## config.mk

```make
export PLATFORM = sky130hd
export DESIGN_NAME = rtt_probe_tracker
export DESIGN_NICKNAME = d
export VERILOG_FILES = /design/src/hdl/rpt_pkg.sv /design/src/hdl/rpt_ctrl.sv /design/src/hdl/rpt_path.sv /design/src/hdl/rtt_probe_tracker.sv
export SDC_FILE = /design/constraint.sdc
export NUM_CORES = 2
export LEC_CHECK = 0
export ABC_AREA = 1
export BUFFER_PORTS_ARGS = -buffer_cell sky130_fd_sc_hd__buf_4
export CORE_AREA = 2 2 408 572
export CTS_CLUSTER_DIAMETER = 200
export DETAILED_ROUTE_END_ITERATION = 16
export DIE_AREA = 0 0 410 574
export PLACE_DENSITY = 0.44
export SLEW_MARGIN = 40
export SYNTH_ARGS = -nofsm -noshare
export SYNTH_HDL_FRONTEND = slang
export SYNTH_SLANG_ARGS = --single-unit
```

## constraint.sdc

```tcl
create_clock -name clock -period 15.57 [get_ports clock]
set_input_delay 0.7785 -clock clock [delete_from_list [all_inputs] [get_ports clock]]
set_output_delay 0.7785 -clock clock [all_outputs]
set_load 0.005 [all_outputs]
```

## src/hdl/rpt_pkg.sv

```systemverilog
// shared types and constants for the rtt probe tracker
`timescale 1ns / 1ps
`default_nettype none
package rpt_pkg;
   localparam int unsigned RttMax   = 65535;
   localparam int unsigned NoRtt    = 100000;
   localparam logic [1:0]  CmdSend  = 2'd0;
   localparam logic [1:0]  CmdReply = 2'd1;
   localparam logic [1:0]  RegInterval = 2'd0;
   localparam logic [1:0]  RegPenalty  = 2'd1;
   localparam logic [1:0]  RegTimeout  = 2'd2;

   typedef struct packed {
      logic [1:0]  command;
      logic [31:0] time_ms;
      logic [15:0] reply_id;
      logic [15:0] sender_id;
   } req_type;

   typedef struct packed {
      logic signed [16:0] result_value;
      logic               probe_sent;
      logic [15:0]        probe_out_id;
      logic [15:0]        probe_out_sender;
      logic               echo_reply;
      logic [15:0]        average_ms;
      logic [16:0]        lowest_ms;
      logic [8:0]         loss_fraction;
   } rsp_type;

   typedef enum logic [2:0] {
      ST_IDLE, ST_SCAN, ST_APPLY, ST_STATS, ST_DIV_START, ST_DIV_AVG, ST_DIV_LOSS, ST_DONE
   } state_type;

   // controller to datapath
   typedef struct packed {
      logic load;
      logic scan_step;
      logic scan_clear;
      logic apply;
      logic div_start_avg;
      logic div_start_loss;
      logic div_step;
      logic finish;
   } cmd_type;

   // datapath to controller
   typedef struct packed {
      logic scan_last;
      logic div_last;
   } sts_type;
endpackage
`default_nettype wire

```

## src/hdl/rpt_ctrl.sv

```systemverilog
// controller sequencing scan, update, statistics and divides
`timescale 1ns / 1ps
`default_nettype none
module rpt_ctrl (
   input  wire logic             clock,
   input  wire logic             reset,
   input  wire logic             req_valid,
   output logic                  req_ready,
   output logic                  rsp_valid,
   input  wire logic             rsp_ready,
   input  wire rpt_pkg::sts_type sts,
   output rpt_pkg::cmd_type      cmd
);
   rpt_pkg::state_type state_ff, state_in;

   always_ff @(posedge clock) begin
      if (reset) begin
         state_ff <= rpt_pkg::ST_IDLE;
      end else begin
         state_ff <= state_in;
      end
   end

   always_comb begin
      state_in = state_ff;
      case (state_ff)
         rpt_pkg::ST_IDLE: begin
            if (req_valid) state_in = rpt_pkg::ST_SCAN;
         end
         rpt_pkg::ST_SCAN: begin
            if (sts.scan_last) state_in = rpt_pkg::ST_APPLY;
         end
         rpt_pkg::ST_APPLY: begin
            state_in = rpt_pkg::ST_STATS;
         end
         rpt_pkg::ST_STATS: begin
            if (sts.scan_last) state_in = rpt_pkg::ST_DIV_START;
         end
         rpt_pkg::ST_DIV_START: begin
            state_in = rpt_pkg::ST_DIV_AVG;
         end
         rpt_pkg::ST_DIV_AVG: begin
            if (sts.div_last) state_in = rpt_pkg::ST_DIV_LOSS;
         end
         rpt_pkg::ST_DIV_LOSS: begin
            if (sts.div_last) state_in = rpt_pkg::ST_DONE;
         end
         rpt_pkg::ST_DONE: begin
            if (!rsp_valid || rsp_ready) state_in = rpt_pkg::ST_IDLE;
         end
         default: state_in = rpt_pkg::ST_IDLE;
      endcase
   end

   logic busy_out_ff, busy_out_in;
   always_ff @(posedge clock) begin
      if (reset) begin
         busy_out_ff <= 1'b0;
      end else begin
         busy_out_ff <= busy_out_in;
      end
   end
   assign rsp_valid = busy_out_ff;

   always_comb begin
      cmd = '0;
      req_ready = 1'b0;
      busy_out_in = busy_out_ff && !rsp_ready;
      case (state_ff)
         rpt_pkg::ST_IDLE: begin
            req_ready = 1'b1;
            cmd.load = req_valid;
         end
         rpt_pkg::ST_SCAN: begin
            cmd.scan_step = 1'b1;
         end
         rpt_pkg::ST_APPLY: begin
            cmd.apply = 1'b1;
            cmd.scan_clear = 1'b1;
         end
         rpt_pkg::ST_STATS: begin
            cmd.scan_step = 1'b1;
         end
         rpt_pkg::ST_DIV_START: begin
            cmd.div_start_avg = 1'b1;
         end
         rpt_pkg::ST_DIV_AVG: begin
            cmd.div_step = !sts.div_last;
            cmd.div_start_loss = sts.div_last;
         end
         rpt_pkg::ST_DIV_LOSS: begin
            cmd.div_step = !sts.div_last;
         end
         rpt_pkg::ST_DONE: begin
            if (!busy_out_ff || rsp_ready) begin
               cmd.finish = 1'b1;
               busy_out_in = 1'b1;
            end
         end
         default: ;
      endcase
   end
endmodule
`default_nettype wire

```

## src/hdl/rpt_path.sv

```systemverilog
// history registers, scan, update and serial divider
`timescale 1ns / 1ps
`default_nettype none
module rpt_path #(
   parameter int unsigned HISTORY_DEPTH = 16
) (
   input  wire logic             clock,
   input  wire logic             reset,
   input  wire logic             csr_write,
   input  wire logic [1:0]       csr_index,
   input  wire logic [15:0]      csr_data,
   input  wire rpt_pkg::req_type req_data,
   input  wire rpt_pkg::cmd_type cmd,
   output rpt_pkg::sts_type      sts,
   output rpt_pkg::rsp_type      rsp_data
);
   localparam int unsigned IW = $clog2(HISTORY_DEPTH);
   localparam int unsigned CW = $clog2(HISTORY_DEPTH + 1);
   localparam int unsigned SW = 16 + CW;
   localparam int unsigned DW = (SW > 17) ? SW : 17;

   logic [15:0] interval_ff, penalty_ff, timeout_ff;
   always_ff @(posedge clock) begin
      if (reset) begin
         interval_ff <= 16'd300;
         penalty_ff  <= 16'd300;
         timeout_ff  <= 16'd1000;
      end else if (csr_write) begin
         case (csr_index)
            rpt_pkg::RegInterval: interval_ff <= csr_data;
            rpt_pkg::RegPenalty:  penalty_ff  <= csr_data;
            rpt_pkg::RegTimeout:  timeout_ff  <= csr_data;
            default: ;
         endcase
      end
   end

   logic [15:0] id_ff [HISTORY_DEPTH];
   logic [31:0] st_ff [HISTORY_DEPTH];
   logic [15:0] rtt_ff [HISTORY_DEPTH];
   logic [HISTORY_DEPTH-1:0] ret_ff;
   logic [CW-1:0] count_ff;
   logic [15:0] next_id_ff;
   logic [31:0] next_time_ff;

   rpt_pkg::req_type req_ff;
   logic [IW-1:0] idx_ff;
   logic          run_ff;      // scan walk still inside the newest run
   logic [17:0]   est_ff;
   logic          found_ff;
   logic [IW-1:0] hit_ff;
   logic [15:0]   hit_rtt_ff;

   logic [SW-1:0] sum_ff;
   logic [CW-1:0] cnt_ff, total_ff, drop_ff;
   logic [16:0]   low_ff;
   logic          started_ff;

   logic [DW-1:0] num_ff, den_ff, quo_ff, rem_ff;
   logic [4:0]    bit_ff;
   logic [15:0]   avg_ff;

   // item fields known after the update, held until the statistics are done
   logic signed [16:0] res_ff;
   logic               sent_ff;
   logic [15:0]        pid_ff;
   logic [15:0]        psnd_ff;
   logic               echo_ff;

   // marks the second walk
   logic sts_stats_ff;

   rpt_pkg::rsp_type out_ff;
   assign rsp_data = out_ff;

   wire logic in_range = ((CW+1)'(idx_ff) < (CW+1)'(count_ff));
   assign sts.scan_last = (idx_ff == IW'(HISTORY_DEPTH - 1));
   assign sts.div_last  = (bit_ff == 5'd0);

   wire logic [31:0] age = req_ff.time_ms - st_ff[idx_ff];
   wire logic [15:0] age_sat = (age > 32'(rpt_pkg::RttMax)) ? 16'hFFFF : age[15:0];
   wire logic [31:0] diff = req_ff.time_ms - next_time_ff;
   wire logic allowed = (count_ff == '0) || !diff[31];
   wire logic [DW:0] trial = {rem_ff, num_ff[DW-1]};

   logic signed [16:0] result;
   always_comb begin
      result = -17'sd1;
      if (req_ff.command == rpt_pkg::CmdSend && allowed)
         result = (est_ff > 18'd65536) ? 17'sd65535 : 17'(est_ff - 18'd1);
      else if (req_ff.command == rpt_pkg::CmdReply && found_ff)
         result = {1'b0, hit_rtt_ff};
   end

   always_ff @(posedge clock) begin
      if (reset) begin
         ret_ff <= '0;
         count_ff <= '0;
         next_id_ff <= '0;
         next_time_ff <= '0;
      end else if (cmd.apply) begin
         if (req_ff.command == rpt_pkg::CmdSend && allowed) begin
            ret_ff <= {ret_ff[HISTORY_DEPTH-2:0], 1'b0};
            if (count_ff < CW'(HISTORY_DEPTH)) count_ff <= count_ff + 1'b1;
            next_id_ff <= next_id_ff + 16'd1;
            next_time_ff <= req_ff.time_ms + {16'd0, interval_ff};
         end else if (req_ff.command == rpt_pkg::CmdReply && found_ff) begin
            ret_ff[hit_ff] <= 1'b1;
         end
      end
   end

   always_ff @(posedge clock) begin
      if (cmd.apply) begin
         if (req_ff.command == rpt_pkg::CmdSend && allowed) begin
            for (int i = HISTORY_DEPTH - 1; i > 0; i--) begin
               id_ff[i]  <= id_ff[i-1];
               st_ff[i]  <= st_ff[i-1];
               rtt_ff[i] <= rtt_ff[i-1];
            end
            id_ff[0] <= next_id_ff;
            st_ff[0] <= req_ff.time_ms;
            rtt_ff[0] <= '0;
         end else if (req_ff.command == rpt_pkg::CmdReply && found_ff) begin
            rtt_ff[hit_ff] <= hit_rtt_ff;
         end
      end
   end

   always_ff @(posedge clock) begin
      if (cmd.load) begin
         req_ff <= req_data;
         idx_ff <= '0;
         run_ff <= 1'b1;
         est_ff <= '0;
         found_ff <= 1'b0;
      end else if (cmd.scan_clear) begin
         idx_ff <= '0;
         run_ff <= 1'b0;
         sum_ff <= '0;
         cnt_ff <= '0;
         total_ff <= '0;
         drop_ff <= '0;
         low_ff <= 17'(rpt_pkg::NoRtt);
         started_ff <= 1'b0;
         res_ff <= result;
         sent_ff <= (req_ff.command == rpt_pkg::CmdSend) && allowed;
         pid_ff <= (req_ff.command == rpt_pkg::CmdSend && allowed) ? next_id_ff : 16'd0;
         psnd_ff <= (req_ff.command == rpt_pkg::CmdSend && allowed)
                    ? req_ff.sender_id : 16'd0;
         echo_ff <= (req_ff.command == rpt_pkg::CmdReply) && found_ff;
      end else if (cmd.scan_step) begin
         idx_ff <= idx_ff + 1'b1;
         // first walk: penalty sum and reply match over the newest run
         if (run_ff && in_range) begin
            if (!ret_ff[idx_ff] && est_ff <= 18'd65536)
               est_ff <= est_ff + {2'd0, penalty_ff};
            if (req_ff.command == rpt_pkg::CmdReply && !found_ff
                && id_ff[idx_ff] == req_ff.reply_id) begin
               found_ff <= 1'b1;
               hit_ff <= idx_ff;
               hit_rtt_ff <= age_sat;
               run_ff <= 1'b0;
            end else if (ret_ff[idx_ff]) begin
               run_ff <= 1'b0;
            end
         end
      end
      // second walk: statistics
      if (cmd.scan_step && in_range && sts_stats_ff) begin
         if (ret_ff[idx_ff]) begin
            cnt_ff <= cnt_ff + 1'b1;
            sum_ff <= sum_ff + SW'(rtt_ff[idx_ff]);
            if ({1'b0, rtt_ff[idx_ff]} < low_ff) low_ff <= {1'b0, rtt_ff[idx_ff]};
         end
         if (started_ff || ret_ff[idx_ff] || age > {16'd0, timeout_ff}) begin
            started_ff <= 1'b1;
            total_ff <= total_ff + 1'b1;
            if (!ret_ff[idx_ff]) drop_ff <= drop_ff + 1'b1;
         end
      end
      if (cmd.div_start_avg) begin
         num_ff <= DW'(sum_ff);
         den_ff <= DW'(cnt_ff);
         rem_ff <= '0;
         bit_ff <= 5'(DW);
      end else if (cmd.div_start_loss) begin
         avg_ff <= (den_ff == '0) ? 16'd0 : quo_ff[15:0];
         num_ff <= DW'({drop_ff, 8'd0});
         den_ff <= DW'(total_ff);
         rem_ff <= '0;
         bit_ff <= 5'(DW);
      end else if (cmd.div_step) begin
         num_ff <= num_ff << 1;
         if (trial >= {1'b0, den_ff}) begin
            rem_ff <= DW'(trial - {1'b0, den_ff});
            quo_ff <= {quo_ff[DW-2:0], 1'b1};
         end else begin
            rem_ff <= trial[DW-1:0];
            quo_ff <= {quo_ff[DW-2:0], 1'b0};
         end
         bit_ff <= bit_ff - 5'd1;
      end
      if (cmd.finish) begin
         out_ff.result_value <= res_ff;
         out_ff.probe_sent <= sent_ff;
         out_ff.probe_out_id <= pid_ff;
         out_ff.probe_out_sender <= psnd_ff;
         out_ff.echo_reply <= echo_ff;
         out_ff.average_ms <= avg_ff;
         out_ff.lowest_ms <= low_ff;
         out_ff.loss_fraction <= (den_ff == '0) ? 9'd0 : quo_ff[8:0];
      end
   end

   always_ff @(posedge clock) begin
      if (reset) begin
         sts_stats_ff <= 1'b0;
      end else if (cmd.scan_clear) begin
         sts_stats_ff <= 1'b1;
      end else if (cmd.div_start_avg) begin
         sts_stats_ff <= 1'b0;
      end
   end
endmodule
`default_nettype wire

```

## src/hdl/rtt_probe_tracker.sv

```systemverilog
// top level of the rtt probe tracker
// one item at a time: two history walks over all HISTORY_DEPTH entries (match,
// then statistics), two bit-serial divides on one shared divider and control
// states, which together set when the result is valid; a held result stalls
// the end
// synchronous reset clears history reply flags, count, id, send time, and sets registers to defaults
`timescale 1ns / 1ps
`default_nettype none
module rtt_probe_tracker #(
   parameter int unsigned HISTORY_DEPTH = 16
) (
   input  wire logic             clock,
   input  wire logic             reset,
   input  wire logic             req_valid,
   output logic                  req_ready,
   input  wire rpt_pkg::req_type req_data,
   output logic                  rsp_valid,
   input  wire logic             rsp_ready,
   output rpt_pkg::rsp_type      rsp_data,
   input  wire logic             csr_write,
   input  wire logic [1:0]       csr_index,
   input  wire logic [15:0]      csr_data
);
   rpt_pkg::cmd_type cmd;
   rpt_pkg::sts_type sts;

   rpt_ctrl u_ctrl (
      .clock, .reset, .req_valid, .req_ready, .rsp_valid, .rsp_ready, .sts, .cmd
   );

   rpt_path #(.HISTORY_DEPTH(HISTORY_DEPTH)) u_path (
      .clock, .reset, .csr_write, .csr_index, .csr_data, .req_data, .cmd, .sts,
      .rsp_data
   );
endmodule
`default_nettype wire
```

==> results.md <==
Synthesis:
- The synthesized instance count is approximately 6500.
- Yosys mapped the design onto just over 60 distinct sky130hd cell types.
- For this run, the register share of the synthesized area comes to between 60% and 70%.
- By count the netlist is led by 1312 x sky130_fd_sc_hd__edfxtp_1, 999 x sky130_fd_sc_hd__nand2_1, 934 x sky130_fd_sc_hd__o21ai_0, 858 x sky130_fd_sc_hd__nor2_1, 497 x sky130_fd_sc_hd__inv_1.
- The synthesized design spends more area on one cell type than any other, namely sky130_fd_sc_hd__edfxtp_1.
- The net count after synthesis is ~6800.
- Ranked by total cell area, the synthesized netlist is headed by sky130_fd_sc_hd__edfxtp_1 57%, sky130_fd_sc_hd__o21ai_0 6.8%, sky130_fd_sc_hd__dfxtp_1 6.7%, sky130_fd_sc_hd__nand2_1 5.4%, sky130_fd_sc_hd__nor2_1 4.7%.
- The cell area after synthesis is 68900 um^2.
- The share of flip-flops with an asynchronous set or reset is 0%.
- The average instance area after synthesis is 10.6 um^2.
- The most used flip-flop cell after synthesis is sky130_fd_sc_hd__edfxtp_1.
- In this run, synthesis inferred roughly 1300 flip-flops with an integrated enable.
- The area share of the largest cell type after synthesis is a little under three fifths.
- The most common cell in the synthesized netlist is sky130_fd_sc_hd__edfxtp_1.
- The Yosys step of the flow raised 0 warnings.
- The flop and latch count out of synthesis is 1542.

CTS:
- Clock-pin slew was measured on the worst setup and hold paths at 60 ps.
- The later pin in the worst-skew pair is clocked with a latency of about 830 ps.
- The post-CTS setup buffer count is 0.
- Gates resized during post-CTS repair numbered 0.
- The number of buffers created by CTS is approximately 170.
- TritonCTS built the clock tree.
- CTS placed an instance of sky130_fd_sc_hd__clkbuf_16 at the clock tree root.
- Counting every sink on the clock net gives about 1500.
- The H-tree depth reported by CTS is 4.
- The number of hold buffers added after CTS was 0.
- In this run the deepest clock path goes through 4 buffers.

Layout:
- The synthesis-to-layout area growth is 14.2%.
- Once layout is complete, the cells apart from fillers number 9797.
- Across the whole layout, storage elements account for between 40000 and 50000 um^2.
- The finished cells cover approximately 79000 um^2.
- The multi-input combinational cells in the finished layout cover a total of approximately 21000 um^2.
- The ratio of cells with drive above 1 in the final layout is under 10%.
- The net count of the finished layout is ~6900.
- The filler cell count is between 20000 and 25000.

Floorplan:
- The die covers ~240000 um^2.
- In this run the horizontal extent of the chip is a little over 400 um.
- In this run the vertical extent of the chip is between 500 and 600 um.
- The total core area is between 200000 and 250000 um^2.
- Once the floorplan was initialized, standard cells occupied 29.9% of the core.
- In this run the core area contains ~210 standard-cell rows.
- The number of primary I/O pins is 184.

Setup path:
- The largest single stage delay on the critical path is between 700 and 800 ps.
- Counting cells, the worst reg-to-reg path comes to 28.
- For the worst setup path, the data arrival time is 7430 ps.
- Across all register-to-register paths, the minimum setup slack is slightly below 9000 ps.
- The slowest stage of the critical path is the sky130_fd_sc_hd__dfxtp_4 cell.
- The worst setup path is captured at a register.
- The kind of launch point of the worst setup path is a register.
- The data required time at the worst endpoint is between 15000 and 20000 ps.
- The peak fanout along the critical path is 55.
- The critical path is of the register to register type.
- By instance count, the cell type seen most on the critical path is sky130_fd_sc_hd__nand2_1.

Power and ir drop:
- The peak ir drop on the vdd network is between 0.08 and 0.09 mV.
- The leakage power total is about 29 nW.
- The power density over the cells is approximately 160 nW/um^2.

STA:
- The max-slew violation total from the final report came to 0.
- The setup TNS after final layout is 0 ps.
- The minimum hold slack is ~130 ps.
- The fraction of the cycle the final worst path needs is around 43%.
- Derived from the worst setup path, the maximum achievable clock frequency is between 100 and 150 MHz.
- On the final layout, the worst clock skew is 57.7 ps.
- Setup violations remaining at the end of the flow were counted as 0.
- Setup repair after global routing left no endpoint under its margin.
- The count of final hold-check violations is 0.
- The slack of the critical path is approximately 9000 ps.
- The worst-margin pin slew is about 860 ps.
- After layout, the minimum clock period comes to ~6700 ps.
- The worst pin sits at a relative slew slack of 42.2%.

Placement:
- The instance count after placement with tap cells included is around 9500.
- The count of input and output buffers is between 150 and 200.
- Routability-driven placement finished with a final weighted congestion of approximately 0.83.
- The HPWL after detailed placement is ~120000 um.
- Timing analysis after detailed placement gives a worst setup slack of about 8700 ps.
- In this run the cell area measured after placement is 73400 um^2.

Global route:
- The via count of the first global-routing pass was ~48000.
- Entering global routing, the biggest net connects roughly 160 pins.
- Global routing used between 10% and 20% of the available tracks.
- The initial antenna violation count is 3.
- The first global-routing pass estimated between 200000 and 300000 um of wire.
- The aggregate global routing overflow is 0.

Worst hold path:
- The launch point of the worst hold path is req_data[0].
- The number of stages on the worst hold path is 1.
- The tightest min-delay check is of the input port to register type.

Routing:
- The total vias in the final route is ~48000.
- The total DRC errors in the routed layout is 0.
- The number of DRC markers in iteration 0 is around 3200.
- The average detailed-routed wire length per instance is slightly below 20 um.
- The total wire length is ~190000 um.
- For this run, the detailed router's first-pass iteration total came to 6.
- The per-cell via count in the routed design is just under 5.
- In this run the remaining antenna-violating nets after routing total 0.

Status:
- The run finished with clean final reports.

Flow run:
- Across the run, the number of max-cap violations was 0.
final timing paths:
check | to
setup / recovery | u_path.drop_ff[4]
hold / removal | u_path.req_ff[0]
setup reg to reg | u_path.drop_ff[4]
hold reg to reg | u_path.rsp_data[33]
logic make-up after synthesis:
| family | synth area share [%] |
|---|---|
| buf+inv | 5.07 |
| simple gates | 13.4 |
| fa+ha+maj | 3.07 |
| flops | 63.9 |
| xor+xnor | 1.22 |
| compound gates | 13.3 |
where the power goes:
part | internal (mW) | switching, mW
clock | 2.17 | 1.67
sequential | 4.97 | 0.273
combinational | 1.18 | 2.67
per-stage QoR:
stage | util (%) | power [mW]
finish | 34.1 | 12.9
global route | 34.1 | 13.8
CTS | 34.1 | 13.2
detailed placement | 31.9 | 9.24
global placement | 31.8 | 9.19
floorplan | - | 8.02
sequential cells by signal, indices dropped and copies added (netlist names), 17 cells and up, named ones only:
name and count:
u_path.req_ff 66, u_path.rem_ff 21, u_path.num_ff 21, u_path.low_ff 17
u_path.rsp_data 93, u_path.sum_ff 21, u_path.st_ff 512, u_path.res_ff 17
u_path.est_ff 18, u_path.id_ff 256, u_path.rtt_ff 256, u_path.next_time_ff 32
critical path: cells and delay by family, from the launching register on:
kind                       cells  cell delay (ps)
DFF                            1              760
adders and majority gates      2              560
and+or+nand+nor               15             2530
AOI/OAI and AO/OA              4              820
buffers and inverters          6             1520
xor gates and xnor gates       1              320
placed cells by master (no fill, tap or decap), drive strengths merged, types with 49 or more instances in the layout:
cell,count
dfxtp,230
buf,263
nor2,867
nor3,49
xor2,72
clkbuf,244
edfxtp,1312
o211ai,106
nand3,255
o221ai,161
ha,161
o22ai,69
o21ai,976
a21oi,203
nand2,1022
inv,512
area by class of cell:
class | instances | share of cell area, %
repair buffers | 264 | 2.86
clock inverters | 54 | 0.455
well taps | 3059 | 4.87
flip-flops and latches | 1542 | 56.0
multi-input cells | 4120 | 27.3
diodes | 2 | 0.00637
clock buffers | 243 | 6.05
inverters | 513 | 2.50
metal layers:
layer | track usage [%] | share of wire, % | wire (um) | vias to the layer above
li1 | - | - | - | 23200
met1 | 20.5 | 44 | 83900 | 23400
met2 | 27.8 | 50 | 95100 | 947
met3 | 1.90 | 3.7 | 7140 | 267
met4 | 5.13 | 3.0 | 5710 | 0
met5 | 0 | 0 | 0 | -
Note: power is estimated with default switching activity, not from simulation.
